## config.mk

```make
export PLATFORM = sky130hd
export DESIGN_NAME = binary_mask_inner_boundary
export DESIGN_NICKNAME = d
export VERILOG_FILES = /design/src/rtl/core/bmib_pkg.sv /design/src/rtl/core/binary_mask_inner_boundary.sv /design/src/rtl/core/bmib_line_store.sv /design/src/rtl/core/bmib_window.sv
export SDC_FILE = /design/constraint.sdc
export NUM_CORES = 2
export LEC_CHECK = 0
export ABC_CLOCK_PERIOD_IN_PS = 14550
export BUFFER_PORTS_ARGS = -buffer_cell sky130_fd_sc_hd__buf_2
export CAP_MARGIN = 20
export CORE_ASPECT_RATIO = 0.7
export CORE_MARGIN = 4
export CORE_UTILIZATION = 36
export DETAILED_ROUTE_END_ITERATION = 12
export PLACE_DENSITY = 0.49
export SYNTH_ARGS = -nofsm -noshare
export SYNTH_HDL_FRONTEND = slang
export SYNTH_SLANG_ARGS = --single-unit
export TNS_END_PERCENT = 30
```

## constraint.sdc

```tcl
create_clock -name clk -period 14.55 [get_ports clk]
set_input_delay 2.1825 -clock clk [delete_from_list [all_inputs] [get_ports clk]]
set_output_delay 2.1825 -clock clk [all_outputs]
set_load 0.05 [all_outputs]
```

## src/rtl/core/bmib_pkg.sv

```systemverilog
// Shared types, constants and register indexes for the mask boundary block.
`default_nettype none

package bmib_pkg;

    localparam int MAX_WIDTH_DEF  = 1024;
    localparam int MAX_HEIGHT_DEF = 1024;

    localparam int CFG_W     = 11;
    localparam int CFG_IDX_W = 2;
    localparam int COORD_W   = 10;

    localparam logic [CFG_IDX_W-1:0] REG_FRAME_WIDTH  = 2'd0;
    localparam logic [CFG_IDX_W-1:0] REG_FRAME_HEIGHT = 2'd1;
    localparam logic [CFG_IDX_W-1:0] REG_OUTLINE_MODE = 2'd2;

    localparam logic [CFG_W-1:0] FRAME_WIDTH_RST  = 11'd640;
    localparam logic [CFG_W-1:0] FRAME_HEIGHT_RST = 11'd480;
    localparam logic             OUTLINE_MODE_RST = 1'b1;

    localparam logic OP_PIXEL = 1'b0;
    localparam logic OP_FLUSH = 1'b1;

    typedef struct packed {
        logic op;
        logic pixel_in;
    } in_item_t;

    typedef struct packed {
        logic               mask_bit;
        logic [COORD_W-1:0] out_x;
        logic [COORD_W-1:0] out_y;
        logic               frame_last;
    } out_item_t;

    // Which sides of the 3x3 window fall outside the frame.
    typedef struct packed {
        logic left_out;
        logic right_out;
        logic top_out;
        logic bottom_out;
    } bmib_border_t;

endpackage

`default_nettype wire

```

## src/rtl/core/binary_mask_inner_boundary.sv

```systemverilog
// Top level: raster binary mask to inner boundary (or pass-through) stream.
`default_nettype none

// Takes one mask pixel per cycle in raster order, unless a stalled output
// holds it off, and returns one result pixel per transaction once the
// pipeline has filled: in outline mode a 1 marks an object pixel with a
// background pixel among its eight in-frame neighbors (pixels beyond the
// frame count as object), in plain mode the mask bit is returned as is.
// Each result lags its input by frame_width + 1 transactions, so after the
// last pixel of a frame the source sends frame_width + 1 more transactions
// (flush, or any pixel, whose bit is dropped) to drain the tail; frame_last
// marks the final result, after which the next frame starts at (0,0). A
// flush before the frame's last pixel is taken and ignored. Throughput is
// one transaction per cycle while the output is not stalled: the two previous
// rows live in one line-store memory that is read when a pixel is accepted
// and written back as the item leaves the work stage, with a bypass for
// single-column frames. Accepted pixels pass a one-entry work stage and a
// one-entry output register, which offers the result. The line store needs
// no clearing pass: stale entries only ever fall outside the frame.
// Writing frame_width or frame_height restarts the stream at (0,0); sizes of
// zero count as 1 and sizes above MAX_WIDTH / MAX_HEIGHT count as the maximum.
module binary_mask_inner_boundary
    import bmib_pkg::*;
#(
    parameter int MAX_WIDTH  = MAX_WIDTH_DEF,
    parameter int MAX_HEIGHT = MAX_HEIGHT_DEF
)
(
    input  wire logic                 clk,
    input  wire logic                 rst_n,
    input  wire logic                 cfg_we,
    input  wire logic [CFG_IDX_W-1:0] cfg_index,
    input  wire logic [CFG_W-1:0]     cfg_data,
    input  wire logic                 in_valid,
    output logic                      in_ready,
    input  wire in_item_t             in_data,
    output logic                      out_valid,
    input  wire logic                 out_ready,
    output out_item_t                 out_data
);

    localparam int COL_W  = $clog2(MAX_WIDTH);
    localparam int W_W    = $clog2(MAX_WIDTH + 1);
    localparam int H_W    = $clog2(MAX_HEIGHT + 1);
    localparam int EROW_W = $clog2(MAX_HEIGHT);
    localparam int ROW_W  = $clog2(MAX_HEIGHT + 2);   // input row runs to height + 1

    // ---------------- configuration registers ----------------
    logic [CFG_W-1:0] frame_width_reg;
    logic [CFG_W-1:0] frame_height_reg;
    logic             outline_mode_reg;
    logic             restart;

    always_ff @(posedge clk or negedge rst_n)
    begin
        if (!rst_n)
        begin
            frame_width_reg  <= FRAME_WIDTH_RST;
            frame_height_reg <= FRAME_HEIGHT_RST;
            outline_mode_reg <= OUTLINE_MODE_RST;
        end
        else if (cfg_we)
        begin
            unique case (cfg_index)
                REG_FRAME_WIDTH:  frame_width_reg  <= cfg_data;
                REG_FRAME_HEIGHT: frame_height_reg <= cfg_data;
                REG_OUTLINE_MODE: outline_mode_reg <= cfg_data[0];
                default:          ;
            endcase
        end
    end

    assign restart = cfg_we && ((cfg_index == REG_FRAME_WIDTH)
                             || (cfg_index == REG_FRAME_HEIGHT));

    // Effective (clamped) frame size
    logic [W_W-1:0] w_eff;
    logic [H_W-1:0] h_eff;

    always_comb
    begin
        priority if (frame_width_reg == '0)
            w_eff = W_W'(1);
        else if (int'(frame_width_reg) > MAX_WIDTH)
            w_eff = W_W'(MAX_WIDTH);
        else
            w_eff = W_W'(frame_width_reg);

        priority if (frame_height_reg == '0)
            h_eff = H_W'(1);
        else if (int'(frame_height_reg) > MAX_HEIGHT)
            h_eff = H_W'(MAX_HEIGHT);
        else
            h_eff = H_W'(frame_height_reg);
    end

    // ---------------- input side: position counters ----------------
    logic [COL_W-1:0]  in_col_reg;
    logic [ROW_W-1:0]  in_row_reg;
    logic [COL_W-1:0]  emit_col_reg;
    logic [EROW_W-1:0] emit_row_reg;

    logic              in_fire;
    logic              draining;
    logic              work;
    logic              emit;
    logic              pix;
    logic              in_col_wrap;
    logic              ex_last;
    logic              ey_last;
    logic              last;
    logic [COL_W-1:0]  in_col_next;
    logic [ROW_W-1:0]  in_row_next;
    logic [COL_W-1:0]  emit_col_next;
    logic [EROW_W-1:0] emit_row_next;

    assign in_fire  = in_valid && in_ready;
    assign draining = in_row_reg >= ROW_W'(h_eff);
    // Flush before the last pixel of the frame does nothing.
    assign work     = in_fire && (draining || (in_data.op == OP_PIXEL));
    assign pix      = draining ? 1'b0 : in_data.pixel_in;
    assign emit     = (in_row_reg > ROW_W'(1))
                   || ((in_row_reg == ROW_W'(1)) && (in_col_reg != '0));

    assign in_col_wrap = (W_W'(in_col_reg) + W_W'(1)) >= w_eff;
    assign ex_last     = (W_W'(emit_col_reg) + W_W'(1)) >= w_eff;
    assign ey_last     = (H_W'(emit_row_reg) + H_W'(1)) >= h_eff;
    assign last        = ex_last && ey_last;

    always_comb
    begin
        in_col_next   = in_col_reg + COL_W'(1);
        in_row_next   = in_row_reg;
        emit_col_next = emit_col_reg + COL_W'(1);
        emit_row_next = emit_row_reg;
        if (in_col_wrap)
        begin
            in_col_next = '0;
            in_row_next = in_row_reg + ROW_W'(1);
        end
        if (ex_last)
        begin
            emit_col_next = '0;
            emit_row_next = emit_row_reg + EROW_W'(1);
        end
    end

    always_ff @(posedge clk or negedge rst_n)
    begin
        if (!rst_n)
        begin
            in_col_reg   <= '0;
            in_row_reg   <= '0;
            emit_col_reg <= '0;
            emit_row_reg <= '0;
        end
        else if (restart || (work && emit && last))
        begin
            // new frame size, or frame complete
            in_col_reg   <= '0;
            in_row_reg   <= '0;
            emit_col_reg <= '0;
            emit_row_reg <= '0;
        end
        else if (work)
        begin
            in_col_reg <= in_col_next;
            in_row_reg <= in_row_next;
            if (emit)
            begin
                emit_col_reg <= emit_col_next;
                emit_row_reg <= emit_row_next;
            end
        end
    end

    // ---------------- work stage: line store read returns here ----------------
    logic               s1_valid_reg;
    logic               s1_emit_reg;
    logic               s1_pix_reg;
    logic [COL_W-1:0]   s1_col_reg;
    logic [COORD_W-1:0] s1_x_reg;
    logic [COORD_W-1:0] s1_y_reg;
    logic               s1_last_reg;
    bmib_border_t       s1_border_reg;
    logic               s1_adv;
    logic [1:0]         ls_rd_data;
    logic [1:0]         ls_wr_data;
    logic [2:0]         triple;
    logic               win_bit;

    // A result-less item never waits on the output register.
    assign s1_adv   = s1_valid_reg && (!s1_emit_reg || !out_valid || out_ready);
    assign in_ready = !s1_valid_reg || s1_adv;

    always_ff @(posedge clk or negedge rst_n)
    begin
        if (!rst_n)
        begin
            s1_valid_reg <= 1'b0;
        end
        else if (in_ready)
        begin
            s1_valid_reg <= work;
        end
    end

    always_ff @(posedge clk)
    begin
        if (work)
        begin
            s1_emit_reg              <= emit;
            s1_pix_reg               <= pix;
            s1_col_reg               <= in_col_reg;
            s1_x_reg                 <= COORD_W'(emit_col_reg);
            s1_y_reg                 <= COORD_W'(emit_row_reg);
            s1_last_reg              <= last;
            s1_border_reg.left_out   <= (emit_col_reg == '0);
            s1_border_reg.right_out  <= ex_last;
            s1_border_reg.top_out    <= (emit_row_reg == '0);
            s1_border_reg.bottom_out <= ey_last;
        end
    end

    // Entry bit 1 = row above, bit 0 = row two above.
    assign triple     = {s1_pix_reg, ls_rd_data[1], ls_rd_data[0]};
    assign ls_wr_data = {s1_pix_reg, ls_rd_data[1]};

    bmib_line_store #(
        .MAX_WIDTH (MAX_WIDTH)
    ) u_line_store (
        .clk     (clk),
        .rst_n   (rst_n),
        .rd_en   (work),
        .rd_addr (in_col_reg),
        .wr_en   (s1_adv),
        .wr_addr (s1_col_reg),
        .wr_data (ls_wr_data),
        .rd_data (ls_rd_data)
    );

    bmib_window u_window (
        .clk          (clk),
        .rst_n        (rst_n),
        .advance      (s1_adv),
        .triple       (triple),
        .border       (s1_border_reg),
        .outline_mode (outline_mode_reg),
        .mask_bit     (win_bit)
    );

    // ---------------- output register ----------------
    logic      out_valid_reg;
    out_item_t out_data_reg;

    always_ff @(posedge clk or negedge rst_n)
    begin
        if (!rst_n)
        begin
            out_valid_reg <= 1'b0;
        end
        else if (s1_adv && s1_emit_reg)
        begin
            out_valid_reg <= 1'b1;
        end
        else if (out_ready)
        begin
            out_valid_reg <= 1'b0;
        end
    end

    always_ff @(posedge clk)
    begin
        if (s1_adv && s1_emit_reg)
        begin
            out_data_reg.mask_bit   <= win_bit;
            out_data_reg.out_x      <= s1_x_reg;
            out_data_reg.out_y      <= s1_y_reg;
            out_data_reg.frame_last <= s1_last_reg;
        end
    end

    assign out_valid = out_valid_reg;
    assign out_data  = out_data_reg;

    // ---------------- assertions ----------------
    a_no_result_overwrite: assert property (@(posedge clk) disable iff (!rst_n)
        (s1_adv && s1_emit_reg) |-> (!out_valid_reg || out_ready))
        else $error("result register overwritten before transaction");

    a_stage_holds_on_stall: assert property (@(posedge clk) disable iff (!rst_n)
        (s1_valid_reg && s1_emit_reg && out_valid_reg && !out_ready) |=> s1_valid_reg)
        else $error("work stage item lost during output stall");

    a_ready_when_empty: assert property (@(posedge clk) disable iff (!rst_n)
        !s1_valid_reg |-> in_ready)
        else $error("input stalled with empty work stage");

    a_row_bound: assert property (@(posedge clk) disable iff (!rst_n)
        in_row_reg <= (ROW_W'(h_eff) + ROW_W'(1)))
        else $error("input row counter ran past drain window");

endmodule

`default_nettype wire

```

## src/rtl/core/bmib_line_store.sv

```systemverilog
// Two-row line store: one memory, entry = {row above, row two above}, with bypass.
`default_nettype none

module bmib_line_store
    import bmib_pkg::*;
#(
    parameter int MAX_WIDTH = MAX_WIDTH_DEF,
    localparam int ADDR_W   = $clog2(MAX_WIDTH)
)
(
    input  wire logic              clk,
    input  wire logic              rst_n,
    input  wire logic              rd_en,
    input  wire logic [ADDR_W-1:0] rd_addr,
    input  wire logic              wr_en,
    input  wire logic [ADDR_W-1:0] wr_addr,
    input  wire logic [1:0]        wr_data,
    output logic      [1:0]        rd_data
);

    logic [1:0] mem [MAX_WIDTH];
    logic [1:0] q_reg;
    logic [1:0] byp_reg;
    logic       hit_reg;

    always_ff @(posedge clk)
    begin
        if (wr_en)
        begin
            mem[wr_addr] <= wr_data;
        end
        if (rd_en)
        begin
            q_reg   <= mem[rd_addr];
            byp_reg <= wr_data;
        end
    end

    // Same-entry read and write in one cycle: take the new data.
    always_ff @(posedge clk or negedge rst_n)
    begin
        if (!rst_n)
        begin
            hit_reg <= 1'b0;
        end
        else if (rd_en)
        begin
            hit_reg <= wr_en && (wr_addr == rd_addr);
        end
    end

    assign rd_data = hit_reg ? byp_reg : q_reg;

endmodule

`default_nettype wire

```

## src/rtl/core/bmib_window.sv

```systemverilog
// 3x3 window shift register and outline decision.
`default_nettype none

module bmib_window
    import bmib_pkg::*;
(
    input  wire logic         clk,
    input  wire logic         rst_n,
    input  wire logic         advance,
    input  wire logic [2:0]   triple,
    input  wire bmib_border_t border,
    input  wire logic         outline_mode,
    output logic              mask_bit
);

    logic [8:0] window_reg;
    logic [8:0] window_next;
    logic [2:0] left_col;
    logic [2:0] mid_col;
    logic [2:0] right_col;
    logic       center;
    logic       any_zero;

    // Bit 0 top, bit 1 middle, bit 2 bottom; out-of-frame bits count as object.
    function automatic logic col_has_zero(input logic [2:0] t, input logic col_out,
                                          input logic top_out, input logic bottom_out);
        logic z;
        z = (!top_out && !t[0]) || !t[1] || (!bottom_out && !t[2]);
        return !col_out && z;
    endfunction

    assign window_next = {triple, window_reg[8:3]};
    assign left_col    = window_next[2:0];
    assign mid_col     = window_next[5:3];
    assign right_col   = window_next[8:6];
    assign center      = mid_col[1];

    assign any_zero = col_has_zero(left_col, border.left_out, border.top_out, border.bottom_out)
                   || col_has_zero(mid_col, 1'b0, border.top_out, border.bottom_out)
                   || col_has_zero(right_col, border.right_out, border.top_out,
                                   border.bottom_out);

    assign mask_bit = outline_mode ? (center && any_zero) : center;

    always_ff @(posedge clk or negedge rst_n)
    begin
        if (!rst_n)
        begin
            window_reg <= '0;
        end
        else if (advance)
        begin
            window_reg <= window_next;
        end
    end

endmodule

`default_nettype wire

```

==> impl_metrics.env <==
export IMPL_status="finished, final reports clean"
export IMPL_reg2regPathDepth=11
export IMPL_crit_buf_inv=4
export IMPL_clk_latency_ns=0.86
export IMPL_maxSlewHeadroom_pct=15.3
export IMPL_cts_hold_buf=0
export IMPL_grt_pass1_wl_um=402000
export IMPL_die_area_um2=259000
export IMPL_drc_errors=0
export IMPL_die_x_um=606
export IMPL_die_y_um=427
export IMPL_largest_register_ffs=2048
export IMPL_gp_congestion=0.799
export IMPL_skew_ns=0.0381
export IMPL_fmax_mhz=169
export IMPL_hold_ws_ns=0.418
export IMPL_drive_gt1_share_pct=19.6
export IMPL_drtIter0Drc=7148
export IMPL_cts_max_path_buffers=4
export IMPL_power_uw=16200
export IMPL_required_ns=15.16
export IMPL_synth_edff_count=2111
export IMPL_io_buffers=43
export IMPL_period_minus_slack_ns=5.91
export IMPL_path_delay_family="buffers and inverters"
export IMPL_finalHoldViolCount=0
export IMPL_r2r_setup_slack_ns=8.64
export IMPL_seq_area_frac_synth_pct=72.3
export IMPL_initial_utilization_pct=36.2
export IMPL_power_leakage_uw=0.0314
export IMPL_final_common_cell="edfxtp_1"
export IMPL_dr_pass1_iters=5
export IMPL_syn_avg_cell_area_um2=16.8
export IMPL_cp_slowest_cell="buf_4"
export IMPL_rows=153
export IMPL_final_cells=8875
export IMPL_timing_rr_end="u_line_store.q_reg[0]"
export IMPL_grt_pass1_vias=50400
export IMPL_ant_nets=0
export IMPL_hold_end="out_data[8]"
export IMPL_grt_setup_unrepaired="no"
export IMPL_cts_clk_slew_worst_paths_ns=0.07
export IMPL_hp_class="reg2reg"
export IMPL_async_flop_share_pct=3.34
export IMPL_peakVddDrop_uv=147
export IMPL_clockRootBuffer="clkbuf_16"
export IMPL_hold_depth=0
export IMPL_cp_max_fo=84
export IMPL_max_stage_delay_ns=0.79
export IMPL_ioPinCount=44
export IMPL_grt_max_degree=230
export IMPL_drt_total_wl_um=289000
export IMPL_cts_tree="yes"
export IMPL_synthesis_nets=5433
export IMPL_post_drt_wl_per_cell_um=32.6
export IMPL_r2r_start="in_col_reg[0]"
export IMPL_gr_total_overflow=0
export IMPL_placed_area_um2=94500
export IMPL_worst_setup_path_type="reg2reg"
export IMPL_cp_cell_sequence="buf_4 -> buf_12 -> buf_12 -> buf_4 -> mux4_2 -> mux4_2 -> o22ai_1 -> a21oi_1 -> o21ai_0 -> o311a_1 -> o32ai_1"
export IMPL_yosysUniqueCellTypes=76
export IMPL_core_area_um2=249000
export IMPL_syn_cell_area_um2=90200
export IMPL_setup_ws_ns=8.64
export IMPL_final_cell_mix="2111 x edfxtp_1, 1080 x nor2_1, 474 x mux4_2, 214 x clkbuf_16, 196 x nand2_1"
export IMPL_viasPerCell=5.76
export IMPL_crit_arrival_ns=6.51
export IMPL_syn_to_final_growth_pct=12.0
export IMPL_worst_slew_pin_slew_ns=1.27
export IMPL_gr_usage_all_layers_pct=22.0
export IMPL_synth_main_ff_cell="edfxtp_1"
export IMPL_dpl_hpwl_um=162000
export IMPL_slew_violations=0
export IMPL_syn_inst=5361
export IMPL_final_cell_area_um2=101000
export IMPL_dp_cells=8490
export IMPL_power_density_nw_per_um2=161
export IMPL_num_vias=51100
export IMPL_start_kind="flop"
export IMPL_cp_end_kind="flop"
export IMPL_fin_nets=5445
export IMPL_min_from="s1_y_reg[7]"
export IMPL_grt_antenna_before_repair=39
export IMPL_cts_resized=0
export IMPL_cts_setup_buffers=0
export IMPL_finalSetupViolations=0
export IMPL_h_tree_depth=4
export IMPL_maxCapViolations=0
export IMPL_ys_ff_latch=2184
export IMPL_fin_crit_sh_pct=40.6
export IMPL_cts_sinks=2184
export IMPL_cts_buffers=210
export IMPL_pre_cts_ws_ns=8.51
export IMPL_ys_warn_count=0
==> metal layers <==
metal,GRT usage (%),vias to the layer above,wire [um]
met2,32.0,2409,126000
met4,4.90,0,6140
met1,33.5,27400,129000
met5,0,-,0
met3,5.16,355,27900
li1,-,21000,-
==> worst max-delay path by stage <==
| stage | startpoint | to | slack [ns] | depth (start not counted) |
|---|---|---|---|---|
| CTS | in_col_reg[0] | u_line_store.q_reg[0] | 8.51 | 11 |
| global route | in_col_reg[0] | u_line_store.q_reg[0] | 8.26 | 11 |
| finish | in_col_reg[0] | u_line_store.q_reg[0] | 8.64 | 11 |
| global placement | in_col_reg[0] | u_line_store.q_reg[0] | 8.51 | 11 |
| floorplan | s1_pix_reg | u_line_store.byp_reg[1] | -0.19 | 0 |
| detailed placement | in_col_reg[0] | u_line_store.q_reg[0] | 8.51 | 11 |
==> power breakdown <==
group	internal, uW	switching, uW
logic	1360	2160
registers	7200	105
clock network	2970	2420
total	11500	4690
==> cell type report <==
| type | instances | area (um2) |
|---|---|---|
| antenna | 7 | 17.5 |
| tap | 3332 | 4170 |
| fill | 22600 | 148000 |
| multi-input combinational | 2733 | 23300 |
| timing repair buffer | 217 | 1710 |
| clock buffer | 271 | 5640 |
| sequential | 2184 | 65200 |
| clock inverter | 104 | 850 |
| inverter | 27 | 106 |
==> cell usage after synthesis, drive strengths merged, types with 9 or more instances <==
master  count  area share [%]
edfxtp   2111              70
nor2     1088             4.5
mux4      479              12
clkbuf    284             1.2
nand2     225            0.94
mux2i     142             1.6
buf       133            0.95
a22oi      84            0.70
a21oi      79            0.44
dfrtp      66             1.8
o21ai      65            0.36
ha         52            0.72
nand3      47            0.26
nor3       38            0.21
o22ai      38            0.26
nor2b      30            0.21
mux2       27            0.34
inv        25            0.10
nand4      24            0.17
a221oi     23            0.22
a31oi      20            0.14
and3       20            0.14
a22o       19            0.18
nor4       19            0.13
xor2       18            0.17
a21o       16            0.13
nand2b     16            0.11
xnor2      14            0.14
o211ai     12            0.10
a211oi     11           0.097
nor3b      10           0.083
o31ai      10           0.083
o21a        9           0.075
or4         9           0.075
==> stage by stage <==
stage                     setup TNS, ns  util [%]
after floorplan                 -192.20         -
after global placement                0      37.9
after detailed placement              0      38.0
after CTS                             0      40.6
after global routing                  0      40.6
final                                 0      40.6
==> cells by family after synthesis <==
group                      after synthesis  share of synthesized area [%]
DFF                                   2184                           72.3
and+or+nand+nor                       1557                           7.10
muxes                                  648                           13.9
AOI/OAI and AO/OA                      444                           3.40
buffers and inverters                  444                           2.25
adders and majority gates               52                          0.721
xor gates and xnor gates                32                          0.311
(Power assumes the default switching activity.)
